[config.mk]
export PLATFORM = sky130hd
export DESIGN_NAME = counter_hash_random_generator
export DESIGN_NICKNAME = d
export VERILOG_FILES = /design/src/sv/chrg_pkg.sv /design/src/sv/chrg_mul64lo.sv /design/src/sv/counter_hash_random_generator.sv
export SDC_FILE = /design/constraint.sdc
export NUM_CORES = 2
export LEC_CHECK = 0
export BUFFER_PORTS_ARGS = -buffer_cell sky130_fd_sc_hd__buf_2
export CORE_ASPECT_RATIO = 1.75
export CORE_MARGIN = 2
export CORE_UTILIZATION = 40
export DETAILED_ROUTE_END_ITERATION = 10
export GPL_TIMING_DRIVEN = 0
export PLACE_DENSITY = 0.55
export SETUP_SLACK_MARGIN = 0.1
export SLEW_MARGIN = 20
export SYNTH_ARGS = -nofsm -noshare
export SYNTH_HDL_FRONTEND = slang
export SYNTH_SLANG_ARGS = --single-unit
[constraint.sdc]
create_clock -name i_clk -period 16.9 [get_ports i_clk]
set_input_delay 2.535 -clock i_clk [delete_from_list [all_inputs] [get_ports i_clk]]
set_output_delay 2.535 -clock i_clk [all_outputs]
set_load 0.05 [all_outputs]
[src/sv/chrg_pkg.sv]
package chrg_pkg;

    localparam int WORD_W = 64;
    localparam int HALF_W = WORD_W / 2;
    localparam int STEP_W = $clog2(WORD_W);

    localparam logic [WORD_W-1:0] GOLDEN64 = 64'h9e37_79b9_7f4a_7c15;
    localparam logic [WORD_W-1:0] FMIX_M1  = 64'hff51_afd7_ed55_8ccd;
    localparam logic [WORD_W-1:0] FMIX_M2  = 64'hc4ce_b9fe_1a85_ec53;

    localparam int FMIX_SHIFT = 33;

    localparam int CHAR_W = 7;
    localparam logic [CHAR_W-1:0] CHAR_MOD  = 7'd95;
    localparam logic [CHAR_W-1:0] CHAR_BASE = 7'd32;

    localparam int WEIGHT_W = 32;
    localparam int FRAC24_W = 24;
    localparam int FRAC53_W = 53;

endpackage

[src/sv/chrg_mul64lo.sv]
module chrg_mul64lo (
    input  logic                         i_clk,
    input  logic                         i_rst_n,
    input  logic                         i_start,
    input  logic [chrg_pkg::WORD_W-1:0]  i_a,
    input  logic [chrg_pkg::WORD_W-1:0]  i_b,
    output logic                         o_done,
    output logic [chrg_pkg::WORD_W-1:0]  o_prod
);

    localparam int HW = chrg_pkg::HALF_W;
    localparam int WW = chrg_pkg::WORD_W;

    logic [WW-1:0] r_a;
    logic [WW-1:0] r_b;
    logic [WW-1:0] r_pp;
    logic [WW-1:0] r_acc;
    logic [1:0]    r_step;
    logic          r_busy;
    logic          r_done;

    logic [HW-1:0] op_x;
    logic [HW-1:0] op_y;
    logic [WW-1:0] n_pp;

    // low 64 bits only: lo*lo + (lo*hi + hi*lo) << 32, one partial product a cycle
    always_comb begin
        case (r_step)
            2'd0: begin
                op_x = r_a[HW-1:0];
                op_y = r_b[HW-1:0];
            end
            2'd1: begin
                op_x = r_a[HW-1:0];
                op_y = r_b[WW-1:HW];
            end
            2'd2: begin
                op_x = r_a[WW-1:HW];
                op_y = r_b[HW-1:0];
            end
            default: begin
                op_x = '0;
                op_y = '0;
            end
        endcase
        n_pp = WW'(op_x) * WW'(op_y);
    end

    always_ff @(posedge i_clk) begin
        if (!i_rst_n) begin
            r_busy <= 1'b0;
            r_done <= 1'b0;
            r_step <= '0;
        end else begin
            r_done <= 1'b0;
            if (i_start) begin
                r_busy <= 1'b1;
                r_step <= '0;
            end else if (r_busy) begin
                r_step <= r_step + 2'd1;
                if (r_step == 2'd3) begin
                    r_busy <= 1'b0;
                    r_done <= 1'b1;
                end
            end
        end
    end

    always_ff @(posedge i_clk) begin
        if (i_start) begin
            r_a <= i_a;
            r_b <= i_b;
        end else if (r_busy) begin
            r_pp <= n_pp;
            case (r_step)
                2'd1:    r_acc <= r_pp;
                2'd2:    r_acc <= r_acc + {r_pp[HW-1:0], {HW{1'b0}}};
                2'd3:    r_acc <= r_acc + {r_pp[HW-1:0], {HW{1'b0}}};
                default: r_acc <= r_acc;
            endcase
        end
    end

    assign o_done = r_done;
    assign o_prod = r_acc;

endmodule

[src/sv/counter_hash_random_generator.sv]
// Order: a draw runs three passes through the shared 32x32 multiplier and then a 64-step
//   remainder loop before it gives its result; a weighted trial that needs no draw gives
//   its result on the next cycle.
// Flow: one item at a time; a new input is taken only once the last result has been
//   taken, so a result that waits on i_m_tready holds the input off for as long as it waits.
// Reset: synchronous, active low; clears seed, counter, salt and all control, no sweep.
module counter_hash_random_generator (
    input  logic         i_clk,
    input  logic         i_rst_n,
    // slave side
    input  logic         i_s_tvalid,
    output logic         o_s_tready,
    input  logic [63:0]  i_s_tdata,   // [31:0] weight, [63:32] total
    input  logic         i_s_tuser,   // [0] kind
    // master side
    output logic         o_m_tvalid,
    input  logic         i_m_tready,
    // [63:0] raw_value, [87:64] frac24, [140:88] frac53, [164:141] signed_unit,
    // [171:165] char_code, [172] hit, [175:173] zero
    output logic [175:0] o_m_tdata,
    output logic         o_m_tuser,   // [0] drew
    // configuration
    input  logic         i_psel,
    input  logic         i_penable,
    input  logic         i_pwrite,
    input  logic [3:0]   i_paddr,
    input  logic [63:0]  i_pwdata,
    output logic [63:0]  o_prdata,
    output logic         o_pready
);

    localparam int WW = chrg_pkg::WORD_W;
    localparam int KW = chrg_pkg::WEIGHT_W;
    localparam int CW = chrg_pkg::CHAR_W;
    localparam int SW = chrg_pkg::STEP_W;

    // 2^7 = 33 (mod 95) and 33 = 2^5 + 1
    localparam int FOLD_W  = 7;
    localparam int FOLD_SH = 5;

    localparam logic REG_SEED = 1'b0;
    localparam logic REG_SALT = 1'b1;

    typedef enum logic [2:0] {
        S_IDLE,
        S_MUL0,
        S_MIX1,
        S_MIX2,
        S_REM,
        S_OUT
    } t_state;

    t_state        r_state;
    logic [WW-1:0] r_seed_init;
    logic [WW-1:0] r_salt;
    logic [WW-1:0] r_seed;
    logic [WW-1:0] r_count;
    logic          r_kind;
    logic [KW-1:0] r_weight;
    logic [KW-1:0] r_total;
    logic [WW-1:0] r_div_a;
    logic [WW-1:0] r_div_b;
    logic [KW-1:0] r_rem_a;
    logic [SW-1:0] r_steps;
    logic          r_out_valid;
    logic          r_out_drew;
    logic [WW-1:0] r_out_word;
    logic [CW-1:0] r_out_char;
    logic          r_out_hit;

    logic          s_accept;
    logic          in_kind;
    logic [KW-1:0] in_weight;
    logic [KW-1:0] in_total;
    logic          no_draw;
    logic          cfg_wr;

    logic          mul_start;
    logic [WW-1:0] mul_a;
    logic [WW-1:0] mul_b;
    logic          mul_done;
    logic [WW-1:0] mul_prod;
    logic [WW-1:0] mixed;
    logic [WW-1:0] fold;
    logic [WW-1:0] mag;

    logic [KW:0]   rem_ta;
    logic [KW-1:0] n_rem_a;
    logic [WW-1:0] n_div_b;
    logic [CW-1:0] char_low;
    logic [CW-1:0] n_char_rem;

    logic [23:0]   su_field;

    assign s_accept  = i_s_tvalid & o_s_tready;
    assign in_kind   = i_s_tuser;
    assign in_weight = i_s_tdata[KW-1:0];
    assign in_total  = i_s_tdata[2*KW-1:KW];
    assign no_draw   = in_kind && ((in_total == '0) || (in_weight >= in_total)
                                   || (in_weight == '0));
    assign cfg_wr    = i_psel & i_penable & i_pwrite & o_pready;

    assign mixed = r_seed ^ r_salt ^ mul_prod;
    assign fold  = mul_prod ^ (mul_prod >> chrg_pkg::FMIX_SHIFT);
    // magnitude of the word as signed; the most negative word maps to 2^63 unsigned
    assign mag   = fold[WW-1] ? (~fold + WW'(1)) : fold;

    always_comb begin
        mul_start = 1'b0;
        mul_a     = fold;
        mul_b     = chrg_pkg::FMIX_M2;
        unique case (r_state)
            S_IDLE: begin
                mul_start = s_accept && !no_draw;
                mul_a     = r_count;
                mul_b     = chrg_pkg::GOLDEN64;
            end
            S_MUL0: begin
                mul_start = mul_done;
                mul_a     = mixed ^ (mixed >> chrg_pkg::FMIX_SHIFT);
                mul_b     = chrg_pkg::FMIX_M1;
            end
            S_MIX1: begin
                mul_start = mul_done;
            end
            default: begin
                mul_start = 1'b0;
            end
        endcase
    end

    chrg_mul64lo u_mul (
        .i_clk   (i_clk),
        .i_rst_n (i_rst_n),
        .i_start (mul_start),
        .i_a     (mul_a),
        .i_b     (mul_b),
        .o_done  (mul_done),
        .o_prod  (mul_prod)
    );

    // one restoring remainder step per cycle for mod total; beside it, fold the
    // magnitude by 2^7 = 33 (mod 95) until it drops below 128, then one compare and subtract
    always_comb begin
        rem_ta     = {r_rem_a, r_div_a[WW-1]};
        n_rem_a    = (rem_ta >= {1'b0, r_total}) ? KW'(rem_ta - {1'b0, r_total}) : rem_ta[KW-1:0];
        n_div_b    = WW'({r_div_b[WW-1:FOLD_W], {FOLD_SH{1'b0}}})
                   + WW'(r_div_b[WW-1:FOLD_W]) + WW'(r_div_b[FOLD_W-1:0]);
        char_low   = n_div_b[CW-1:0];
        n_char_rem = (char_low >= chrg_pkg::CHAR_MOD) ? (char_low - chrg_pkg::CHAR_MOD)
                                                      : char_low;
    end

    always_ff @(posedge i_clk) begin
        if (!i_rst_n) begin
            r_state     <= S_IDLE;
            r_seed_init <= '0;
            r_salt      <= '0;
            r_seed      <= '0;
            r_count     <= '0;
            r_out_valid <= 1'b0;
            r_steps     <= '0;
        end else begin
            if (cfg_wr) begin
                unique case (i_paddr[3])
                    REG_SEED: begin
                        r_seed_init <= i_pwdata;
                        r_seed      <= i_pwdata;
                        r_count     <= '0;
                    end
                    REG_SALT: r_salt <= i_pwdata;
                    default:  r_salt <= r_salt;
                endcase
            end
            unique case (r_state)
                S_IDLE: begin
                    if (s_accept) begin
                        r_kind   <= in_kind;
                        r_weight <= in_weight;
                        r_total  <= in_total;
                        if (no_draw) begin
                            r_out_valid <= 1'b1;
                            r_out_drew  <= 1'b0;
                            r_out_word  <= '0;
                            r_out_char  <= '0;
                            r_out_hit   <= (in_total != '0) && (in_weight >= in_total);
                            r_state     <= S_OUT;
                        end else begin
                            r_state <= S_MUL0;
                        end
                    end
                end
                S_MUL0: begin
                    if (mul_done) r_state <= S_MIX1;
                end
                S_MIX1: begin
                    if (mul_done) r_state <= S_MIX2;
                end
                S_MIX2: begin
                    if (mul_done) begin
                        r_out_word <= fold;
                        r_seed     <= fold;
                        r_count    <= r_count + WW'(1);
                        r_div_a    <= {1'b0, fold[WW-2:0]};
                        r_div_b    <= mag;
                        r_rem_a    <= '0;
                        r_steps    <= '0;
                        r_state    <= S_REM;
                    end
                end
                S_REM: begin
                    r_div_a <= {r_div_a[WW-2:0], 1'b0};
                    r_div_b <= n_div_b;
                    r_rem_a <= n_rem_a;
                    r_steps <= r_steps + SW'(1);
                    if (r_steps == SW'(WW - 1)) begin
                        r_out_valid <= 1'b1;
                        r_out_drew  <= 1'b1;
                        r_out_char  <= chrg_pkg::CHAR_BASE + n_char_rem;
                        r_out_hit   <= r_kind && (n_rem_a < r_weight);
                        r_state     <= S_OUT;
                    end
                end
                S_OUT: begin
                    if (i_m_tready) begin
                        r_out_valid <= 1'b0;
                        r_state     <= S_IDLE;
                    end
                end
                default: r_state <= S_IDLE;
            endcase
        end
    end

    assign su_field = r_out_drew ? {~r_out_word[23], r_out_word[22:0]} : '0;

    assign o_s_tready = (r_state == S_IDLE);
    assign o_m_tvalid = r_out_valid;
    assign o_m_tuser  = r_out_drew;
    assign o_m_tdata  = {3'b000, r_out_hit, r_out_char, su_field,
                         r_out_word[chrg_pkg::FRAC53_W-1:0],
                         r_out_word[chrg_pkg::FRAC24_W-1:0], r_out_word};

    assign o_prdata = (i_paddr[3] == REG_SALT) ? r_salt : r_seed_init;
    assign o_pready = 1'b1;

    a_one_at_a_time: assert property (@(posedge i_clk) disable iff (!i_rst_n)
        !(o_s_tready && o_m_tvalid))
        else $error("input taken while a result is pending");

    a_no_draw_zero: assert property (@(posedge i_clk) disable iff (!i_rst_n)
        (o_m_tvalid && !o_m_tuser) |-> (o_m_tdata[171:0] == '0))
        else $error("no-draw result carries word bits");

    a_plain_no_hit: assert property (@(posedge i_clk) disable iff (!i_rst_n)
        (o_m_tvalid && !r_kind) |-> !o_m_tdata[172])
        else $error("plain draw reports a hit");

    a_mul_in_mix: assert property (@(posedge i_clk) disable iff (!i_rst_n)
        mul_done |-> (r_state == S_MUL0 || r_state == S_MIX1 || r_state == S_MIX2))
        else $error("multiplier finished outside the mixing sequence");

endmodule

After elaboration in Yosys (flattened, before gate mapping):

Index checks and enable logic that the tools add are counted.

* flip-flop bits (word level): 824
* bits of input ports: 140
* output and inout bits: 244

* $add $sub $neg: 10
* $mul: 1
* order comparisons: 4
* equal/unequal tests: 16
* multiplexer cells: 59
* bitwise operators: 13
* reductions and logical operators: 34

Operators with widths (number)
* $mux W64: 15
* $pmux W64 S2: 5
* $pmux W32 S2: 3
* $add A64 B1 Y64 const B: 2
* $xor A64 B31 Y64: 2
* $xor A64 B64 Y64: 2
* $pmux W63 S2: 1
* $add A63 B7 Y64: 1
* $add A64 B64 Y64: 1
* $logic_not A32 Y1: 2
* $mul A32 B32 Y64: 1
* $mux W32: 2
* $not A64 Y64: 1
* $add A62 B57 Y63: 1
* $ge A33 B32 Y1: 1
* $ge A32 B32 Y1: 1
* $lt A32 B32 Y1: 1
* $reduce_bool A32 Y1: 1
* $sub A32 B32 Y32: 1
* $mux W7: 4
* $mux W24: 1
* $mux W3: 7
* $pmux W3 S6: 1
* $reduce_and A5 Y1: 3
* 33 further kinds: 77

Longest topological paths before layout:

* depth after elaboration: 9
* gate-level depth with buffers: 38

Hierarchy:

A second synthesis with hierarchy kept.

* cell total of the unflattened synthesis: 8532
* area, all modules: 78617.9 um^2

Modules (own cells, without submodules)
* chrg_mul64lo: times used 1, cells each 4492, area each 43133.9 um^2
* counter_hash_random_generator: times used 1, cells each 4040, area each 35484.0 um^2

Least setup slack after synthesis:

Ideal clock, no wire load.

* path type: input -> register
* start point: input port i_s_tdata[49]
* end point: register u_mul.r_pp[0], enable pin
* setup time: 0.541 ns
* data arrival time: 10.529 ns
* required time: 16.359 ns
* slack: 5.830 ns
* cell stages on the path: 13
* buffers on the path: 0
* cell sequence: inv_1 -> ha_1 -> a21o_1 -> a21o_1 -> a21o_1 -> a211oi_1 -> o31ai_1 -> a31o_2 -> a211oi_1 -> a21boi_0 -> o21ai_0 -> nand2b_1 -> inv_1

* longest elaborated chain between the ends: 9
* elaborated cells on any way between the ends: 10
* those cells by class: order compare: 1; mux: 1; bitwise: 1; reduce/logical: 7

RTL lines
* start, declared: RTL line counter_hash_random_generator.sv:13 `input logic [63:0] i_s_tdata,`
* $ge A32 B32 Y1 / $logic_not A32 Y1 (equally long branches): RTL line counter_hash_random_generator.sv:99 `assign no_draw = in_kind && ((in_total == '0) || (in_weight >= in_total)`
* $logic_or A1 B1 Y1 (*): RTL line counter_hash_random_generator.sv:99
* $logic_or A1 B1 Y1 (*): RTL line counter_hash_random_generator.sv:100 `|| (in_weight == '0));`
* $logic_and A1 B1 Y1 (*): RTL line counter_hash_random_generator.sv:99
* $logic_not A1 Y1 (*): RTL line counter_hash_random_generator.sv:114 `mul_start = s_accept && !no_draw;`
* $logic_and A1 B1 Y1 (*): RTL line counter_hash_random_generator.sv:114
* $pmux W1 S2 (*): RTL line counter_hash_random_generator.sv:112 `unique case (r_state)`
* named net mul_start: RTL line counter_hash_random_generator.sv:78 `logic mul_start;`
* $not A1 Y1 (no line) (*)
* $reduce_and A2 Y1 (no line) (*)
* end signal, assigned: RTL line chrg_mul64lo.sv:74 `r_pp <= n_pp;`
* end, declared: RTL line chrg_mul64lo.sv:16 `logic [WW-1:0] r_pp;`

The timed path passes the listed nets; every way through them passes the cells marked *.
A chain may end at the register's enable or synchronous reset.

Final worst setup path:

* start point: register u_mul.r_step[1]
* end point: register u_mul.r_pp[60] (data pin)

* longest elaborated chain between the ends: 4
* elaborated cells on any way between the ends: 8
* those cells by class: mul: 1; eq/ne: 2; mux: 2; reduce/logical: 3

RTL lines
* start, declared: RTL line chrg_mul64lo.sv:18 `logic [1:0] r_step;`
* start signal, assigned: RTL line chrg_mul64lo.sv:60 `r_step <= r_step + 2'd1;`
* $eq A2 B1 Y1, or another cell as far along: RTL line chrg_mul64lo.sv:28 `case (r_step)`
* $reduce_or A2 Y1 (no line)
* $pmux W32 S2: RTL line chrg_mul64lo.sv:28
* $mul A32 B32 Y64 (*): RTL line chrg_mul64lo.sv:46 `n_pp = WW'(op_x) * WW'(op_y);`
* named net u_mul.n_pp[60]: RTL line chrg_mul64lo.sv:24 `logic [WW-1:0] n_pp;`

Marked as above.

==> Flow_metrics.wiki <==
{| class="wikitable"
! Metric !! Value
|-
| Clock network latency to the later pin of the worst-skew pair || about 0.68 ns
|-
| Overall die width || around 330 um
|-
| Gp weighted congestion || 1.076
|-
| Most common cell on crit path || sky130_fd_sc_hd__fa_1
|-
| Top FF cell, synth || sky130_fd_sc_hd__edfxtp_1
|-
| Setup skew after layout || 0.04273 ns
|-
| H-tree levels || 3
|-
| Post-synthesis sequential area ratio || 27.09%
|-
| Number of buffer cells added on primary ports || 375
|-
| GRT Resource Usage Total || approximately two fifths
|-
| Total congestion overflow after global routing || 0
|-
| Synth Area per Inst || 9.278 sq um
|-
| Final critical path time including I/O delays and setup || approximately 15 ns
|-
| Number of antenna violations at the first check in global routing || 28
|-
| Maximum number of pins on one net before global-route repair || between 50 and 60
|-
| Starting DRC count in detailed routing || ~5,500
|-
| Final wirelength || ~370,000 um
|-
| Crit-path max FO || 11
|-
| Clock transition time at the flip-flop clock pins of the worst setup and hold paths || approximately 0.070 ns
|-
| Slew at the pin closest to its max-slew limit || 1.302 ns
|-
| Area after DPL || between 0.08 and 0.09 sq mm
|-
| Total via count after detailed routing || between 60,000 and 70,000
|-
| Post-synthesis cell type count || 76
|-
| Number of maximum-capacitance constraint violations || 0
|-
| Number of instances in the synthesized netlist || ~8,100
|-
| Portion of the clock cycle consumed by the worst path in the final layout || just over 90%
|-
| Worst path max stage delay || ~1.2 ns
|-
| Final setup violation count || 0
|-
| R2R depth || 30
|-
| Sinks on Clock Net || about 770
|-
| Clk buf depth || 3
|-
| Hold Crit Class || flip-flop to flip-flop
|-
| Root buffer cell || sky130_fd_sc_hd__clkbuf_16
|-
| Row Count || 210
|-
| Data arrival time of the critical path || approximately 16 ns
|-
| # nets final || approximately 10,000
|-
| Top cell type by total area after synthesis || sky130_fd_sc_hd__fa_1
|-
| Fin Setup TNS || 0 ns
|-
| Critical path capture point type || flip-flop
|-
| RSZ-0062 raised after global routing || no
|-
| Leading post-synthesis cells by instance count || 1,066 x sky130_fd_sc_hd__inv_1, 898 x sky130_fd_sc_hd__nand2_1, 868 x sky130_fd_sc_hd__fa_1
|-
| Synth warn || 0
|-
| Detailed-route vias per instance || roughly 5.7
|-
| Layout overhead on the synthesized area || 11.38%
|-
| Relative slew slack || about an eighth
|-
| Worst setup path class || flip-flop to flip-flop
|-
| PostCTS Resize Cnt || 0
|-
| Number of global-route vias before repair || roughly 66,000
|-
| Final std cell area, no fill || 0.08345 sq mm
|-
| Most instantiated library cell after synthesis || sky130_fd_sc_hd__inv_1
|-
| Number of flops mapped to enable cells by yosys || 496
|-
| Die Span Y || 576.5 um
|-
| Result of the run || completed
|-
| Proportion of register bits with asynchronous set or reset after synthesis || 0%
|-
| # hold bufs at CTS || 0
|-
| Netlist Area Pre-Place || 0.07492 sq mm
|-
| DRT antenna net count || 0
|-
| Standard cell with the maximum stage delay on the critical path || sky130_fd_sc_hd__a2111oi_0
|-
| Number of buffers inserted during clock tree synthesis || 70
|-
| Proportion of netlist area held by the largest area contributor || a little under a quarter
|-
| Startpoint type of the worst setup path || flip-flop
|-
| Final-report hold violation count || 0
|-
| Setup fix buffers added after clock tree synthesis || 0
|-
| First-pass GRT wire length || 504,100 um
|-
| Number of detailed-route iterations in the first pass || 7
|-
| Number of slew-limit violations in the final report || 0
|-
| Instance count along the most critical hold path || 2
|-
| TritonCTS clock tree || built
|-
| Seq cells post-synth || roughly 770
|-
| Number of placed I/O pins || 384
|-
| Core area || approximately 0.19 sq mm
|-
| Routed wirelength normalized by instance count || between 30 and 40 um
|-
| Synth top area cells || sky130_fd_sc_hd__fa_1 23%, sky130_fd_sc_hd__edfxtp_1 20%, sky130_fd_sc_hd__ha_1 9.1%
|-
| Initial core utilization || approximately 40%
|-
| Detail Placement HPWL || about 310,000 um
|-
| Fraction of final layout cells sized beyond drive strength 1 || 9.565%
|-
| Die area || roughly 0.19 sq mm
|-
| Final routed DRC violation total || 0
|-
| Required time worst endpoint || between 15 and 20 ns
|-
| Maximum achievable frequency || roughly 65 MHz
|}
[cells by family (layout without fill, tap and decap cells)]
kind of cell / after synthesis / after routing / synth area share (%)
simple gates: 2423 / 2423 / 14.41
buf+inv: 1548 / 2086 / 8.171
compound gates: 1419 / 1419 / 11.87
fa+ha+maj: 1410 / 1410 / 32.25
flops: 766 / 766 / 27.09
xor+xnor: 418 / 418 / 4.887
mux: 89 / 89 / 1.314
other cells: 2 / 21 / 0.01002
[sequential cells by signal, summed over array words and instances, names as in the netlist, 2 cells and up]
| register | count |
|---|---|
| u_mul.r_pp | 64 |
| r_out_word | 64 |
| r_total | 32 |
| r_div_a | 64 |
| r_seed | 64 |
| r_state | 3 |
| u_mul.r_b | 6 |
| r_seed_init | 64 |
| u_mul.o_prod | 64 |
| r_steps | 6 |
| r_rem_a | 32 |
| u_mul.r_a | 64 |
| r_div_b | 64 |
| r_count | 64 |
| r_weight | 32 |
| r_out_char | 7 |
| u_mul.r_step | 2 |
| r_salt | 64 |
[worst max-delay path, delay by kind of cell (launching register included)]
kind / cells / cell delay (ns)
flops: 1 / 0.50
simple gates: 6 / 2.86
fa+ha+maj: 10 / 5.26
xor+xnor: 1 / 0.60
compound gates: 5 / 2.45
buf+inv: 8 / 3.40
[cell usage in the layout, fill, tap and decap left out, types with 20 or more instances in the layout]
cell,count
sky130_fd_sc_hd__a211oi_1,33
sky130_fd_sc_hd__a21boi_0,153
sky130_fd_sc_hd__a21o_1,132
sky130_fd_sc_hd__a21oi_1,329
sky130_fd_sc_hd__a22oi_1,38
sky130_fd_sc_hd__a31oi_1,89
sky130_fd_sc_hd__and2_1,119
sky130_fd_sc_hd__and3_1,105
sky130_fd_sc_hd__buf_2,379
sky130_fd_sc_hd__buf_4,87
sky130_fd_sc_hd__clkbuf_1,343
sky130_fd_sc_hd__clkbuf_16,75
sky130_fd_sc_hd__clkbuf_2,40
sky130_fd_sc_hd__dfxtp_1,270
sky130_fd_sc_hd__edfxtp_1,496
sky130_fd_sc_hd__fa_1,868
sky130_fd_sc_hd__ha_1,542
sky130_fd_sc_hd__inv_1,1065
sky130_fd_sc_hd__mux2_2,75
sky130_fd_sc_hd__nand2_1,898
sky130_fd_sc_hd__nand2b_1,37
sky130_fd_sc_hd__nand3_1,218
sky130_fd_sc_hd__nand4_1,70
sky130_fd_sc_hd__nor2_1,728
sky130_fd_sc_hd__nor2b_1,56
sky130_fd_sc_hd__nor3_1,40
sky130_fd_sc_hd__nor4_1,33
sky130_fd_sc_hd__o211ai_1,26
sky130_fd_sc_hd__o21a_1,46
sky130_fd_sc_hd__o21ai_0,339
sky130_fd_sc_hd__o21bai_1,20
sky130_fd_sc_hd__o22ai_1,69
sky130_fd_sc_hd__o31ai_1,36
sky130_fd_sc_hd__or2_2,28
sky130_fd_sc_hd__or3_1,49
sky130_fd_sc_hd__xnor2_1,251
sky130_fd_sc_hd__xor2_1,143
[final timing paths]
kind	start	to	slack (ns)
hold / removal	r_seed_init[50]$_SDFFE_PN0P_	r_seed_init[50]$_SDFFE_PN0P_	0.47
setup / recovery	u_mul.r_step[1]$_SDFFE_PP0P_	u_mul.r_pp[60]$_DFFE_PP_	1.46
setup reg to reg	u_mul.r_step[1]$_SDFFE_PP0P_	u_mul.r_pp[60]$_DFFE_PP_	1.46
hold reg to reg	r_seed_init[50]$_SDFFE_PN0P_	r_seed_init[50]$_SDFFE_PN0P_	0.47
[per-stage QoR]
step / worst slack (ns) / utilization [%] / hold slack, ns / std cells
3_3_place_gp: 1.089 / 42.81 / 0.4495 / 10890
4_1_cts: 2.081 / 44.68 / 0.4670 / 11051
6_report: 1.462 / 44.73 / 0.4662 / 11070
2_1_floorplan: 5.830 / - / 0.4410 / 8077
5_1_grt: 1.615 / 44.72 / 0.4849 / 11059
3_5_place_dp: 2.109 / 43.35 / 0.4575 / 10922
[layout make-up]
class / instances / area (sq um)
clock buffer: 95 / 2052
clock inverter: 34 / 421.7
fill: 18525 / 103100
multi-input combinational: 5763 / 48890
antenna: 17 / 42.54
tap: 2438 / 3050
timing repair buffer: 409 / 2516
inverter: 1076 / 4041
buffer: 472 / 2135
sequential: 766 / 20300
[layer usage]
metal,wire length (um),GRT usage [%],up-vias
li1,-,-,27594
met1,111000,35.02,31633
met2,185700,68.06,3014
met3,18950,5.570,1283
met4,53210,44.17,14
met5,91,0,-
Power is left out: the tool's default activity adds up to more than one toggle a clock period on the data nets, which glitch-free logic cannot reach.
